<file path="config.mk">
export PLATFORM = sky130hd
export DESIGN_NAME = script_lexer_token_scanner
export DESIGN_NICKNAME = d
export VERILOG_FILES = /design/src/hdl/slts_pkg.sv /design/src/hdl/slts_front.sv /design/src/hdl/slts_queue.sv /design/src/hdl/slts_back.sv /design/src/hdl/script_lexer_token_scanner.sv
export SDC_FILE = /design/constraint.sdc
export NUM_CORES = 1
export LEC_CHECK = 0
export BUFFER_PORTS_ARGS = -buffer_cell sky130_fd_sc_hd__buf_2
export CAP_MARGIN = 0
export CORE_MARGIN = 2
export CORE_UTILIZATION = 44
export DETAILED_ROUTE_END_ITERATION = 10
export SETUP_SLACK_MARGIN = 0.3
export SYNTH_ARGS = -nofsm -noshare
export SYNTH_HDL_FRONTEND = slang
export SYNTH_SLANG_ARGS = --single-unit
</file>
<file path="constraint.sdc">
create_clock -name aclk -period 18.2 [get_ports aclk]
set_input_delay 1.82 -clock aclk [delete_from_list [all_inputs] [get_ports aclk]]
set_output_delay 1.82 -clock aclk [all_outputs]
set_load 0.005 [all_outputs]
</file>
<file path="src/hdl/slts_pkg.sv">
// Shared types and constants for the script lexer token scanner.
`timescale 1ns / 1ps

package slts_pkg;

    localparam int KIND_W  = 5;
    localparam int START_W = 24;
    localparam int LEN_W   = 24;
    localparam int LINE_W  = 20;
    localparam int ERR_W   = 2;
    localparam int BYTE_W  = 8;

    localparam int DEFAULT_POSITION_BITS = 24;
    localparam int DEFAULT_LINE_BITS     = 20;

    // Token kinds.
    localparam logic [KIND_W-1:0] K_LPAREN = 5'd0;
    localparam logic [KIND_W-1:0] K_RPAREN = 5'd1;
    localparam logic [KIND_W-1:0] K_LBRACE = 5'd2;
    localparam logic [KIND_W-1:0] K_RBRACE = 5'd3;
    localparam logic [KIND_W-1:0] K_SEMI   = 5'd4;
    localparam logic [KIND_W-1:0] K_COMMA  = 5'd5;
    localparam logic [KIND_W-1:0] K_DOT    = 5'd6;
    localparam logic [KIND_W-1:0] K_MINUS  = 5'd7;
    localparam logic [KIND_W-1:0] K_PLUS   = 5'd8;
    localparam logic [KIND_W-1:0] K_SLASH  = 5'd9;
    localparam logic [KIND_W-1:0] K_STAR   = 5'd10;
    localparam logic [KIND_W-1:0] K_BANG   = 5'd11;
    localparam logic [KIND_W-1:0] K_BANG_EQ = 5'd12;
    localparam logic [KIND_W-1:0] K_STRING = 5'd19;
    localparam logic [KIND_W-1:0] K_NUMBER = 5'd20;
    localparam logic [KIND_W-1:0] K_ERROR  = 5'd21;
    localparam logic [KIND_W-1:0] K_EOF    = 5'd22;

    // Error codes.
    localparam logic [ERR_W-1:0] ERR_NONE       = 2'd0;
    localparam logic [ERR_W-1:0] ERR_UNEXPECTED = 2'd1;
    localparam logic [ERR_W-1:0] ERR_UNTERM_STR = 2'd2;

    // Operator codes held while the next byte is awaited.
    localparam logic [1:0] OP_BANG  = 2'd0;
    localparam logic [1:0] OP_EQUAL = 2'd1;
    localparam logic [1:0] OP_LESS  = 2'd2;
    localparam logic [1:0] OP_GREATER = 2'd3;

    // Characters.
    localparam logic [BYTE_W-1:0] CH_NUL    = 8'h00;
    localparam logic [BYTE_W-1:0] CH_TAB    = 8'h09;
    localparam logic [BYTE_W-1:0] CH_LF     = 8'h0A;
    localparam logic [BYTE_W-1:0] CH_CR     = 8'h0D;
    localparam logic [BYTE_W-1:0] CH_SPACE  = 8'h20;
    localparam logic [BYTE_W-1:0] CH_BANG   = 8'h21;
    localparam logic [BYTE_W-1:0] CH_QUOTE  = 8'h22;
    localparam logic [BYTE_W-1:0] CH_LPAREN = 8'h28;
    localparam logic [BYTE_W-1:0] CH_RPAREN = 8'h29;
    localparam logic [BYTE_W-1:0] CH_STAR   = 8'h2A;
    localparam logic [BYTE_W-1:0] CH_PLUS   = 8'h2B;
    localparam logic [BYTE_W-1:0] CH_COMMA  = 8'h2C;
    localparam logic [BYTE_W-1:0] CH_MINUS  = 8'h2D;
    localparam logic [BYTE_W-1:0] CH_DOT    = 8'h2E;
    localparam logic [BYTE_W-1:0] CH_SLASH  = 8'h2F;
    localparam logic [BYTE_W-1:0] CH_0      = 8'h30;
    localparam logic [BYTE_W-1:0] CH_9      = 8'h39;
    localparam logic [BYTE_W-1:0] CH_SEMI   = 8'h3B;
    localparam logic [BYTE_W-1:0] CH_LESS   = 8'h3C;
    localparam logic [BYTE_W-1:0] CH_EQUAL  = 8'h3D;
    localparam logic [BYTE_W-1:0] CH_GREATER = 8'h3E;
    localparam logic [BYTE_W-1:0] CH_LBRACE = 8'h7B;
    localparam logic [BYTE_W-1:0] CH_RBRACE = 8'h7D;

    localparam int RUN_MAX = 3;

    typedef struct packed {
        logic [KIND_W-1:0]  kind;
        logic [START_W-1:0] start;
        logic [LEN_W-1:0]   length;
        logic [LINE_W-1:0]  line;
        logic [ERR_W-1:0]   err;
    } token_t;

    // All tokens caused by one input byte, in order.
    typedef struct packed {
        logic [1:0]              count;
        token_t [RUN_MAX-1:0]    tok;
    } bundle_t;

endpackage

</file>
<file path="src/hdl/slts_front.sv">
// Scanner front end: accepts source bytes and forms the token run of each byte.
`timescale 1ns / 1ps

module slts_front #(
    parameter int POSITION_BITS = slts_pkg::DEFAULT_POSITION_BITS,
    parameter int LINE_BITS     = slts_pkg::DEFAULT_LINE_BITS
) (
    input  logic                          aclk,
    input  logic                          aresetn,
    input  logic                          s_valid,
    output logic                          s_ready,
    input  logic [slts_pkg::BYTE_W-1:0]   s_source_byte,
    input  logic                          s_end_of_source,
    output logic                          push_valid,
    output slts_pkg::bundle_t             push_data,
    input  logic                          push_ready
);
    import slts_pkg::*;

    localparam int PB = POSITION_BITS;
    localparam int LB = LINE_BITS;
    localparam int PW = (PB + 1 > START_W) ? PB + 1 : START_W;
    localparam int LW = (LB > LINE_W) ? LB : LINE_W;
    localparam logic [PB-1:0] POS_MAX  = {PB{1'b1}};
    localparam logic [LB-1:0] LINE_MAX = {LB{1'b1}};
    localparam logic [LB-1:0] LINE_ONE = LB'(1);

    typedef enum logic [2:0] {
        PH_IDLE,
        PH_OPERATOR,
        PH_SLASH,
        PH_COMMENT,
        PH_INT,
        PH_INT_DOT,
        PH_FRAC,
        PH_STRING
    } phase_t;

    phase_t        phase_reg, phase_next;
    logic [1:0]    op_reg, op_next;
    logic [PB-1:0] pos_reg, pos_next;
    logic [PB-1:0] ls_reg, ls_next;
    logic [LB-1:0] line_reg, line_next;

    logic          accept;
    logic          eos;
    logic [PB:0]   p1, l1;
    logic [PB:0]   dot_p;
    logic          is_digit;
    logic          run_idle;
    logic          bump;
    logic [1:0]    fc, fcp;
    logic          ev;
    token_t        f0, f1, e;
    logic [1:0]    count;

    function automatic logic [START_W-1:0] fit_pos(input logic [PB:0] v);
        logic [PW-1:0] w;
        w = PW'(v);
        return w[START_W-1:0];
    endfunction

    function automatic token_t mk(input logic [KIND_W-1:0] kind, input logic [PB:0] start,
                                  input logic [PB:0] len, input logic [ERR_W-1:0] err);
        token_t t;
        logic [LW-1:0] lw;
        lw = LW'(line_reg);
        t.kind   = kind;
        t.start  = fit_pos(start);
        t.length = fit_pos(len);
        t.line   = lw[LINE_W-1:0];
        t.err    = err;
        return t;
    endfunction

    assign s_ready = push_ready;
    assign accept  = s_valid & push_ready;
    assign eos     = s_end_of_source | (s_source_byte == CH_NUL);
    assign p1      = {1'b0, pos_reg};
    assign l1      = {1'b0, ls_reg};
    assign dot_p   = p1 - (PB+1)'(1);
    assign is_digit = (s_source_byte inside {[CH_0:CH_9]});

    // Tokens that the pending lexeme yields if it is cut off at this byte.
    always_comb begin
        fcp = 2'd0;
        f0  = '0;
        f1  = '0;
        case (phase_reg)
            PH_OPERATOR: begin
                fcp = 2'd1;
                f0  = mk(K_BANG + {2'b00, op_reg, 1'b0}, l1, p1 - l1, ERR_NONE);
            end
            PH_SLASH: begin
                fcp = 2'd1;
                f0  = mk(K_SLASH, l1, p1 - l1, ERR_NONE);
            end
            PH_INT, PH_FRAC: begin
                fcp = 2'd1;
                f0  = mk(K_NUMBER, l1, p1 - l1, ERR_NONE);
            end
            PH_INT_DOT: begin
                // The held dot becomes a token of its own. Once the position has
                // saturated the dot can sit at the number's start, so the number
                // length floors at zero.
                fcp = 2'd2;
                f0  = mk(K_NUMBER, l1, (dot_p >= l1) ? dot_p - l1 : '0, ERR_NONE);
                f1  = mk(K_DOT, dot_p, (PB+1)'(1), ERR_NONE);
            end
            PH_STRING: begin
                fcp = 2'd1;
                f0  = mk(K_ERROR, l1, p1 - l1, ERR_UNTERM_STR);
            end
            default: begin
                fcp = 2'd0;
            end
        endcase
    end

    always_comb begin
        phase_next = phase_reg;
        op_next    = op_reg;
        ls_next    = ls_reg;
        fc         = 2'd0;
        ev         = 1'b0;
        e          = '0;
        run_idle   = 1'b0;
        bump       = 1'b0;

        if (!eos) begin
            case (phase_reg)
                PH_OPERATOR: begin
                    if (s_source_byte == CH_EQUAL) begin
                        ev = 1'b1;
                        e  = mk(K_BANG_EQ + {2'b00, op_reg, 1'b0}, l1,
                                p1 + (PB+1)'(1) - l1, ERR_NONE);
                        phase_next = PH_IDLE;
                    end else begin
                        run_idle = 1'b1;
                    end
                end
                PH_SLASH: begin
                    if (s_source_byte == CH_SLASH) phase_next = PH_COMMENT;
                    else run_idle = 1'b1;
                end
                PH_COMMENT: begin
                    if (s_source_byte == CH_LF) begin
                        phase_next = PH_IDLE;
                        bump       = 1'b1;
                    end
                end
                PH_INT: begin
                    if (s_source_byte == CH_DOT) phase_next = PH_INT_DOT;
                    else if (!is_digit) run_idle = 1'b1;
                end
                PH_INT_DOT: begin
                    if (is_digit) phase_next = PH_FRAC;
                    else run_idle = 1'b1;
                end
                PH_FRAC: begin
                    if (!is_digit) run_idle = 1'b1;
                end
                PH_STRING: begin
                    if (s_source_byte == CH_QUOTE) begin
                        ev = 1'b1;
                        e  = mk(K_STRING, l1, p1 + (PB+1)'(1) - l1, ERR_NONE);
                        phase_next = PH_IDLE;
                    end else if (s_source_byte == CH_LF) begin
                        bump = 1'b1;
                    end
                end
                default: begin
                    run_idle = 1'b1;
                end
            endcase

            if (run_idle) begin
                fc         = fcp;
                phase_next = PH_IDLE;
                ev         = 1'b1;
                case (s_source_byte)
                    CH_SPACE, CH_CR, CH_TAB: ev = 1'b0;
                    CH_LF: begin
                        ev   = 1'b0;
                        bump = 1'b1;
                    end
                    CH_LPAREN: e = mk(K_LPAREN, p1, (PB+1)'(1), ERR_NONE);
                    CH_RPAREN: e = mk(K_RPAREN, p1, (PB+1)'(1), ERR_NONE);
                    CH_LBRACE: e = mk(K_LBRACE, p1, (PB+1)'(1), ERR_NONE);
                    CH_RBRACE: e = mk(K_RBRACE, p1, (PB+1)'(1), ERR_NONE);
                    CH_SEMI:   e = mk(K_SEMI,   p1, (PB+1)'(1), ERR_NONE);
                    CH_COMMA:  e = mk(K_COMMA,  p1, (PB+1)'(1), ERR_NONE);
                    CH_DOT:    e = mk(K_DOT,    p1, (PB+1)'(1), ERR_NONE);
                    CH_MINUS:  e = mk(K_MINUS,  p1, (PB+1)'(1), ERR_NONE);
                    CH_PLUS:   e = mk(K_PLUS,   p1, (PB+1)'(1), ERR_NONE);
                    CH_STAR:   e = mk(K_STAR,   p1, (PB+1)'(1), ERR_NONE);
                    CH_SLASH: begin
                        ev = 1'b0;
                        ls_next = pos_reg;
                        phase_next = PH_SLASH;
                    end
                    CH_BANG, CH_EQUAL, CH_LESS, CH_GREATER: begin
                        ev = 1'b0;
                        ls_next = pos_reg;
                        phase_next = PH_OPERATOR;
                        case (s_source_byte)
                            CH_BANG:  op_next = OP_BANG;
                            CH_EQUAL: op_next = OP_EQUAL;
                            CH_LESS:  op_next = OP_LESS;
                            default:  op_next = OP_GREATER;
                        endcase
                    end
                    CH_QUOTE: begin
                        ev = 1'b0;
                        ls_next = pos_reg;
                        phase_next = PH_STRING;
                    end
                    default: begin
                        if (is_digit) begin
                            ev = 1'b0;
                            ls_next = pos_reg;
                            phase_next = PH_INT;
                        end else begin
                            e = mk(K_ERROR, p1, (PB+1)'(1), ERR_UNEXPECTED);
                        end
                    end
                endcase
            end
        end else begin
            // End of source: flush, report EOF, then start over.
            fc         = fcp;
            ev         = 1'b1;
            e          = mk(K_EOF, p1, '0, ERR_NONE);
            phase_next = PH_IDLE;
            op_next    = OP_BANG;
            ls_next    = '0;
        end
    end

    always_comb begin
        if (eos) begin
            pos_next  = '0;
            line_next = LINE_ONE;
        end else begin
            pos_next  = (pos_reg == POS_MAX) ? pos_reg : pos_reg + PB'(1);
            line_next = (bump && line_reg != LINE_MAX) ? line_reg + LB'(1) : line_reg;
        end
    end

    // Pack the flushed tokens first and the byte's own token after them.
    always_comb begin
        count = fc + {1'b0, ev};
        push_data.count = count;
        push_data.tok[2] = e;
        case (fc)
            2'd0: begin
                push_data.tok[0] = e;
                push_data.tok[1] = '0;
            end
            2'd1: begin
                push_data.tok[0] = f0;
                push_data.tok[1] = e;
            end
            default: begin
                push_data.tok[0] = f0;
                push_data.tok[1] = f1;
            end
        endcase
    end

    assign push_valid = accept && (count != 2'd0);

    always_ff @(posedge aclk) begin
        if (!aresetn) begin
            phase_reg <= PH_IDLE;
            op_reg    <= OP_BANG;
            pos_reg   <= '0;
            ls_reg    <= '0;
            line_reg  <= LINE_ONE;
        end else if (accept) begin
            phase_reg <= phase_next;
            op_reg    <= op_next;
            pos_reg   <= pos_next;
            ls_reg    <= ls_next;
            line_reg  <= line_next;
        end
    end

endmodule

</file>
<file path="src/hdl/slts_queue.sv">
// Two-entry queue of token runs between the scanner front end and the output stage.
`timescale 1ns / 1ps

module slts_queue (
    input  logic              aclk,
    input  logic              aresetn,
    input  logic              push_valid,
    input  slts_pkg::bundle_t push_data,
    output logic              push_ready,
    output logic              pop_valid,
    output slts_pkg::bundle_t pop_data,
    input  logic              pop
);
    import slts_pkg::*;

    localparam int DEPTH = 2;

    bundle_t     entry_reg [DEPTH];
    logic        wr_ptr_reg, wr_ptr_next;
    logic        rd_ptr_reg, rd_ptr_next;
    logic [1:0]  count_reg, count_next;
    logic        do_push, do_pop;

    assign push_ready = (count_reg != 2'(DEPTH));
    assign pop_valid  = (count_reg != 2'd0);
    assign pop_data   = entry_reg[rd_ptr_reg];
    assign do_push    = push_valid & push_ready;
    assign do_pop     = pop & pop_valid;

    always_comb begin
        wr_ptr_next = do_push ? ~wr_ptr_reg : wr_ptr_reg;
        rd_ptr_next = do_pop ? ~rd_ptr_reg : rd_ptr_reg;
        count_next  = count_reg + {1'b0, do_push} - {1'b0, do_pop};
    end

    always_ff @(posedge aclk) begin
        if (do_push) begin
            entry_reg[wr_ptr_reg] <= push_data;
        end
    end

    always_ff @(posedge aclk) begin
        if (!aresetn) begin
            wr_ptr_reg <= 1'b0;
            rd_ptr_reg <= 1'b0;
            count_reg  <= 2'd0;
        end else begin
            wr_ptr_reg <= wr_ptr_next;
            rd_ptr_reg <= rd_ptr_next;
            count_reg  <= count_next;
        end
    end

endmodule

</file>
<file path="src/hdl/slts_back.sv">
// Output stage: sends the tokens of each queued run one transfer at a time.
`timescale 1ns / 1ps

module slts_back (
    input  logic                          aclk,
    input  logic                          aresetn,
    input  logic                          q_valid,
    input  slts_pkg::bundle_t             q_data,
    output logic                          q_pop,
    output logic                          m_valid,
    input  logic                          m_ready,
    output logic [slts_pkg::KIND_W-1:0]   m_token_kind,
    output logic [slts_pkg::START_W-1:0]  m_token_start,
    output logic [slts_pkg::LEN_W-1:0]    m_token_length,
    output logic [slts_pkg::LINE_W-1:0]   m_token_line,
    output logic [slts_pkg::ERR_W-1:0]    m_error_kind,
    output logic                          m_last_of_run
);
    import slts_pkg::*;

    logic       valid_reg, valid_next;
    logic [1:0] idx_reg, idx_next;
    token_t     tok_reg;
    logic       last_reg;
    logic       load;
    logic       is_last;
    token_t     cur;

    assign load    = q_valid && (!valid_reg || m_ready);
    assign cur     = q_data.tok[idx_reg];
    assign is_last = (idx_reg + 2'd1 == q_data.count);
    assign q_pop   = load && is_last;

    always_comb begin
        valid_next = valid_reg;
        idx_next   = idx_reg;
        if (load) begin
            valid_next = 1'b1;
            idx_next   = is_last ? 2'd0 : idx_reg + 2'd1;
        end else if (m_ready) begin
            valid_next = 1'b0;
        end
    end

    always_ff @(posedge aclk) begin
        if (!aresetn) begin
            valid_reg <= 1'b0;
            idx_reg   <= 2'd0;
        end else begin
            valid_reg <= valid_next;
            idx_reg   <= idx_next;
        end
    end

    always_ff @(posedge aclk) begin
        if (load) begin
            tok_reg  <= cur;
            last_reg <= is_last;
        end
    end

    assign m_valid        = valid_reg;
    assign m_token_kind   = tok_reg.kind;
    assign m_token_start  = tok_reg.start;
    assign m_token_length = tok_reg.length;
    assign m_token_line   = tok_reg.line;
    assign m_error_kind   = tok_reg.err;
    assign m_last_of_run  = last_reg;

endmodule

</file>
<file path="src/hdl/script_lexer_token_scanner.sv">
// Top level of the script lexer token scanner: front end, run queue, output stage.
// A byte's first token is registered in the run queue, then in the output stage, before
// it shows on the m_ side. Throughput is one byte per cycle while m_ready is high and
// each byte yields at most one token; a byte that yields several tokens holds the output
// stage for one transfer per token, and the two-entry run queue absorbs such bursts.
// Reset (aresetn low) clears scan phase, positions and queue and sets the line count to 1.
`timescale 1ns / 1ps

module script_lexer_token_scanner #(
    parameter int POSITION_BITS = slts_pkg::DEFAULT_POSITION_BITS,
    parameter int LINE_BITS     = slts_pkg::DEFAULT_LINE_BITS
) (
    input  logic                          aclk,
    input  logic                          aresetn,
    input  logic                          s_valid,
    output logic                          s_ready,
    input  logic [slts_pkg::BYTE_W-1:0]   s_source_byte,
    input  logic                          s_end_of_source,
    output logic                          m_valid,
    input  logic                          m_ready,
    output logic [slts_pkg::KIND_W-1:0]   m_token_kind,
    output logic [slts_pkg::START_W-1:0]  m_token_start,
    output logic [slts_pkg::LEN_W-1:0]    m_token_length,
    output logic [slts_pkg::LINE_W-1:0]   m_token_line,
    output logic [slts_pkg::ERR_W-1:0]    m_error_kind,
    output logic                          m_last_of_run
);
    import slts_pkg::*;

    logic    push_valid, push_ready;
    bundle_t push_data;
    logic    q_valid, q_pop;
    bundle_t q_data;

    slts_front #(
        .POSITION_BITS (POSITION_BITS),
        .LINE_BITS     (LINE_BITS)
    ) u_front (
        .aclk            (aclk),
        .aresetn         (aresetn),
        .s_valid         (s_valid),
        .s_ready         (s_ready),
        .s_source_byte   (s_source_byte),
        .s_end_of_source (s_end_of_source),
        .push_valid      (push_valid),
        .push_data       (push_data),
        .push_ready      (push_ready)
    );

    slts_queue u_queue (
        .aclk       (aclk),
        .aresetn    (aresetn),
        .push_valid (push_valid),
        .push_data  (push_data),
        .push_ready (push_ready),
        .pop_valid  (q_valid),
        .pop_data   (q_data),
        .pop        (q_pop)
    );

    slts_back u_back (
        .aclk           (aclk),
        .aresetn        (aresetn),
        .q_valid        (q_valid),
        .q_data         (q_data),
        .q_pop          (q_pop),
        .m_valid        (m_valid),
        .m_ready        (m_ready),
        .m_token_kind   (m_token_kind),
        .m_token_start  (m_token_start),
        .m_token_length (m_token_length),
        .m_token_line   (m_token_line),
        .m_error_kind   (m_error_kind),
        .m_last_of_run  (m_last_of_run)
    );

endmodule
</file>
-- Word-level counts from Yosys, hierarchy flattened
Memories as Yosys holds them, arrays and structs flattened. A register that Yosys moved wholly into a read port is not among the register bits.
Index checks and enable logic that the tools add are counted.
- bitwise gates (word level): 6
- reduce and logical (&&, ||, !) cells: 31
- $add $sub $neg: 13
- mux-type cells: 64
- $lt $le $gt $ge: 4
- equality and inequality tests: 40
- operators with widths (cell ; number):
    one-hot mux 75 bit (11 select lines) ; 1
    two-way mux 75 bit ; 6
    one-hot mux 75 bit (5 select lines) ; 1
    one-hot mux 150 bit (2 select lines) ; 1
    binary-select mux 75 bit (select 2 bit) ; 1
    one-hot mux 75 bit (2 select lines) ; 1
    two-way mux 24 bit ; 6
    equality test 8 x 6 -> 1 bit, second input constant ; 15
    two-way mux 73 bit ; 1
    subtractor 24 bit ; 3
    adder 24 x 1 -> 24 bit, second input constant ; 2
    one-hot mux 24 bit (2 select lines) ; 1
    two-way mux 20 bit ; 2
    two-way mux 3 bit ; 9
    >= comparator 25 x 24 -> 1 bit ; 1
    subtractor 24 x 1 -> 25 bit, second input constant ; 1
    equality test 24 bit, second input constant ; 1
    equality test 8 x 4 -> 1 bit, second input constant ; 3
    inequality test 4 x 1 -> 1 bit, second input constant ; 6
    adder 20 x 1 -> 20 bit, second input constant ; 1
    two-way mux 1 bit ; 20
    inequality test 20 bit, second input constant ; 1
    OR reduction 10 bit ; 2
    one-hot mux 3 bit (6 select lines) ; 1
    other kinds (41) ; 71
- bits in writable memories: 454
- output and inout bits: 78
- word-level logic and storage cells: 175
- flip-flop bits (word level): 156
- memories: 1
- memory list (memory ; depth ; bits a word ; read ports ; clocked after memory_dff ; write ports ; line ; source):
    u_queue.entry_reg ; 2 ; 227 ; 1 ; 1 ; 1 ; slts_queue.sv:18 ; bundle_t entry_reg [DEPTH];

-- Depth between registers and ports, before layout
- depth after elaboration: 14
- depth in mapped cells: 20

-- Hierarchy
Synthesis repeated with hierarchy kept, for this count alone.
- cells, all modules: 2608
- area total of the unflattened synthesis: 31257.5 um^2
- by module, submodules not included (module ; times used ; area an instance (um^2) ; cells an instance ; sequential area each (um^2)):
    slts_queue ; 1 ; 16713.5 ; 730 ; 13733.2
    slts_front ; 1 ; 10535.1 ; 1529 ; 1461.4
    slts_back ; 1 ; 4008.8 ; 349 ; 2342.2

-- Worst setup path after synthesis
Ideal clock, no wire load.
- path kind: input to register
- start point: in s_source_byte[5] (netlist bit)
- end point: reg u_queue.wr_ptr_reg
- cell stages on the path: 15
- data arrival time: 14.118 ns
- path slack: 3.980 ns
- library setup time: 0.102 ns
- cells stage by stage: buf_4 nor4b_4 nand4_1 a31oi_1 and2_1 buf_4 o21ai_2 nor2_4 inv_2 buf_2 ha_1 xnor2_1 o21ai_1 nor2_1 o21a_1
- RTL lines (what ; line ; source):
    start, declared ; script_lexer_token_scanner.sv:17 ; input logic [slts_pkg::BYTE_W-1:0] s_source_byte,
    end signal, assigned ; slts_queue.sv:48 ; wr_ptr_reg <= wr_ptr_next;
    end, declared ; slts_queue.sv:19 ; logic wr_ptr_reg, wr_ptr_next;

==> results.sh <==
export IMPL_status="completed"
export IMPL_grt_usage_pct=20.6
export IMPL_syn_avg_cell_area_um2=13.1
export IMPL_p_switching_mw=1.09
export IMPL_ys_warn_count=0
export IMPL_die_w_um=264
export IMPL_ys_async_sr_fraction_pct=0
export IMPL_powerDensity_nw_per_um2=120
export IMPL_yosysUniqueCellTypes=101
export IMPL_die_height_um=264
export IMPL_drcViolationCount=0
export IMPL_core_area_um2=67200
export IMPL_rows=95
export IMPL_r2r_start="u_front.phase_reg[0]$_SDFFE_PN0P_"
export IMPL_wl_per_cell_um=21.8
export IMPL_fmax_mhz=144
export IMPL_h_tree_depth=3
export IMPL_finalPower_mw=3.99
export IMPL_hp_start="u_queue.count_reg[0]$_SDFF_PN0_"
export IMPL_cts_root_buf="clkbuf_16"
export IMPL_ctsLongestPathBuffers=3
export IMPL_clkTransAtPathRegs_ps=60
export IMPL_hold_violations=0
export IMPL_area_delta_synth_final_pct=11.6
export IMPL_finalSetupViolCount=0
export IMPL_drv_slew=0
export IMPL_startpoint_type="input pin"
export IMPL_drive_above_1_share_pct=15.1
export IMPL_p_int_mw=2.89
export IMPL_io_pins=91
export IMPL_max_slew_margin_rel_pct=15.8
export IMPL_drv_cap=0
export IMPL_ctsResizeCount=0
export IMPL_synth_edf_count=526
export IMPL_first_iter_violations=1463
export IMPL_hold_slack_ps=538
export IMPL_via_per_inst=5.65
export IMPL_cts_sinks=607
export IMPL_max_vdd_ir_drop_uv=83.4
export IMPL_netlist_instances=2281
export IMPL_gp_congestion=0.881
export IMPL_grt_overflow=0
export IMPL_fin_crit_sh_pct=38.2
export IMPL_grt_antenna_before_repair=1
export IMPL_cts_made_buffers=66
export IMPL_crit_path_end_kind="flip-flop"
export IMPL_p_seq_share_pct=46.3
export IMPL_die_area_um2=69800
export IMPL_post_place_cells=3184
export IMPL_combinationalPowerShare_pct=20.2
export IMPL_fin_nets=2493
export IMPL_skew_ps=38.7
export IMPL_start_util_pct=44.4
export IMPL_tightest_slew_ps=1260
export IMPL_switching_share_pct=27.4
export IMPL_ys_seq_area_share_pct=58.4
export IMPL_synth_main_ff_cell="edfxtp_1"
export IMPL_antenna_left=0
export IMPL_drt_wl_total_um=71900
export IMPL_holdBufCountCts=0
export IMPL_setup_tns_ps=0
export IMPL_vias=18600
export IMPL_min_period_ps=6940
export IMPL_rsz0062_at_grt="false"
export IMPL_critPathKind="input pin to flip-flop"
export IMPL_post_cts_buffers=0
export IMPL_final_cells=3301
export IMPL_cp_max_fo=83
export IMPL_tritoncts="yes"
export IMPL_clk_latency_ps=610
export IMPL_critPathLaunch="s_source_byte[2]"
export IMPL_hpwl_um=48000
export IMPL_p_leak_nw=11.5
export IMPL_power_frac_clock_pct=33.4
export IMPL_largest_reg_flops=450
export IMPL_synth_seq_cells=607
export IMPL_port_buffers=90
export IMPL_grt_pass1_wl_um=111000
export IMPL_syn_area_um2=29800
export IMPL_cp_data_arrival_time_ps=7160
export IMPL_hold_class="flip-flop to flip-flop"
export IMPL_grt_pass1_vias=18800
export IMPL_grt_max_degree=84
export IMPL_drtPass1Iterations=5
export IMPL_worstPathRequired_ps=18420
## routing by layer
layer / GRT usage (%) / part of all wire [%] / vias up
met5: 0 / 0 / -
met4: 5.68 / 2.1 / 0
met3: 2.61 / 4.1 / 101
met2: 36.0 / 51 / 429
met1: 26.9 / 43 / 9411
li1: - / - / 8696
## worst paths after layout
| path | end | slack [ps] | depth (start not counted) |
|---|---|---|---|
| max | u_queue.entry_reg[1][204]$_DFFE_PP_ | 11260 | 14 |
| min | u_back.m_valid$_SDFFE_PN0P_ | 540 | 1 |
| max reg2reg | u_queue.entry_reg[1][204]$_DFFE_PP_ | 12280 | 13 |
| min reg2reg | u_back.m_valid$_SDFFE_PN0P_ | 540 | 1 |
## cells in the final DEF (no fill, tap or decap), types with 17 or more instances in the layout
master	n
conb_1	46
nand2_1	102
mux4_2	74
fa_1	23
nor2b_1	62
and2_1	49
nor3_1	29
nor2_1	125
a22oi_1	26
nand3_1	62
buf_2	90
o21ai_0	61
ha_1	78
dfxtp_1	78
clkbuf_16	68
mux2_2	18
inv_1	180
buf_4	17
a21oi_1	56
nand4_1	23
a32o_1	22
xor2_1	25
o22ai_1	77
mux2i_1	79
edfxtp_1	526
xnor2_1	90
o21ai_2	21
## through the flow
stage	setup slack, ps	cell area (um^2)	utilization (%)
after floorplan	3980	30000	-
after global placement	10760	31100	46.3
after detailed placement	10630	31100	46.3
after CTS	11230	33300	49.5
after global routing	10760	33300	49.5
final	11260	33300	49.5
## layout make-up
type                       instances  area (um^2)
tap                              873         1090
sequential                       607        17400
timing repair buffer             107          578
antenna                            1         2.50
clock buffer                      79         1760
multi-input combinational       1412        11300
fill                            5819        33900
inverter                         185          698
clock inverter                    37          403
## cell families after synthesis
kind of cell             after synthesis  synth area share, %
buffers and inverters                307                 4.33
adder cells (fa/ha/maj)              101                 4.82
flip-flops                           607                 58.4
multiplexers                         179                 9.23
XOR/XNOR                             115                 3.38
AND/OR/NAND/NOR                      557                 9.97
AO/OA/AOI/OAI                        414                 9.82
other                                  1               0.0126
## cell usage after synthesis (all sizes together), types with 32 or more instances
library cell | n | area [um^2]
nor3 | 32 | 181
edfxtp | 526 | 15800
and2 | 51 | 319
clkbuf | 64 | 240
dfxtp | 81 | 1620
xnor2 | 90 | 788
ha | 78 | 976
buf | 58 | 354
o22ai | 77 | 482
mux2i | 79 | 791
o21ai | 89 | 517
nor2b | 63 | 402
nand3 | 63 | 328
nor2 | 129 | 499
nand2 | 103 | 394
inv | 183 | 689
a21oi | 59 | 322
mux4 | 74 | 1670
## worst max-delay path, cell delays in order
cell	delay [ps]
buf_2	260
and2_1	310
nand2_1	220
o311ai_2	440
and2_1	460
nand2_4	280
nand3_4	340
inv_4	250
ha_1	280
xnor2_1	260
o21ai_1	180
inv_1	130
and2_4	800
buf_4	990
## power groups by stage
stage	Clock, mW	Combinational, mW	Sequential, mW
after floorplan	0	0.577	1.88
after global placement	0	0.821	1.87
after detailed placement	0	0.825	1.88
after CTS	1.36	0.828	1.85
after global routing	1.42	0.887	1.87
final	1.33	0.806	1.85
Note: power is estimated with default switching activity, not from simulation.
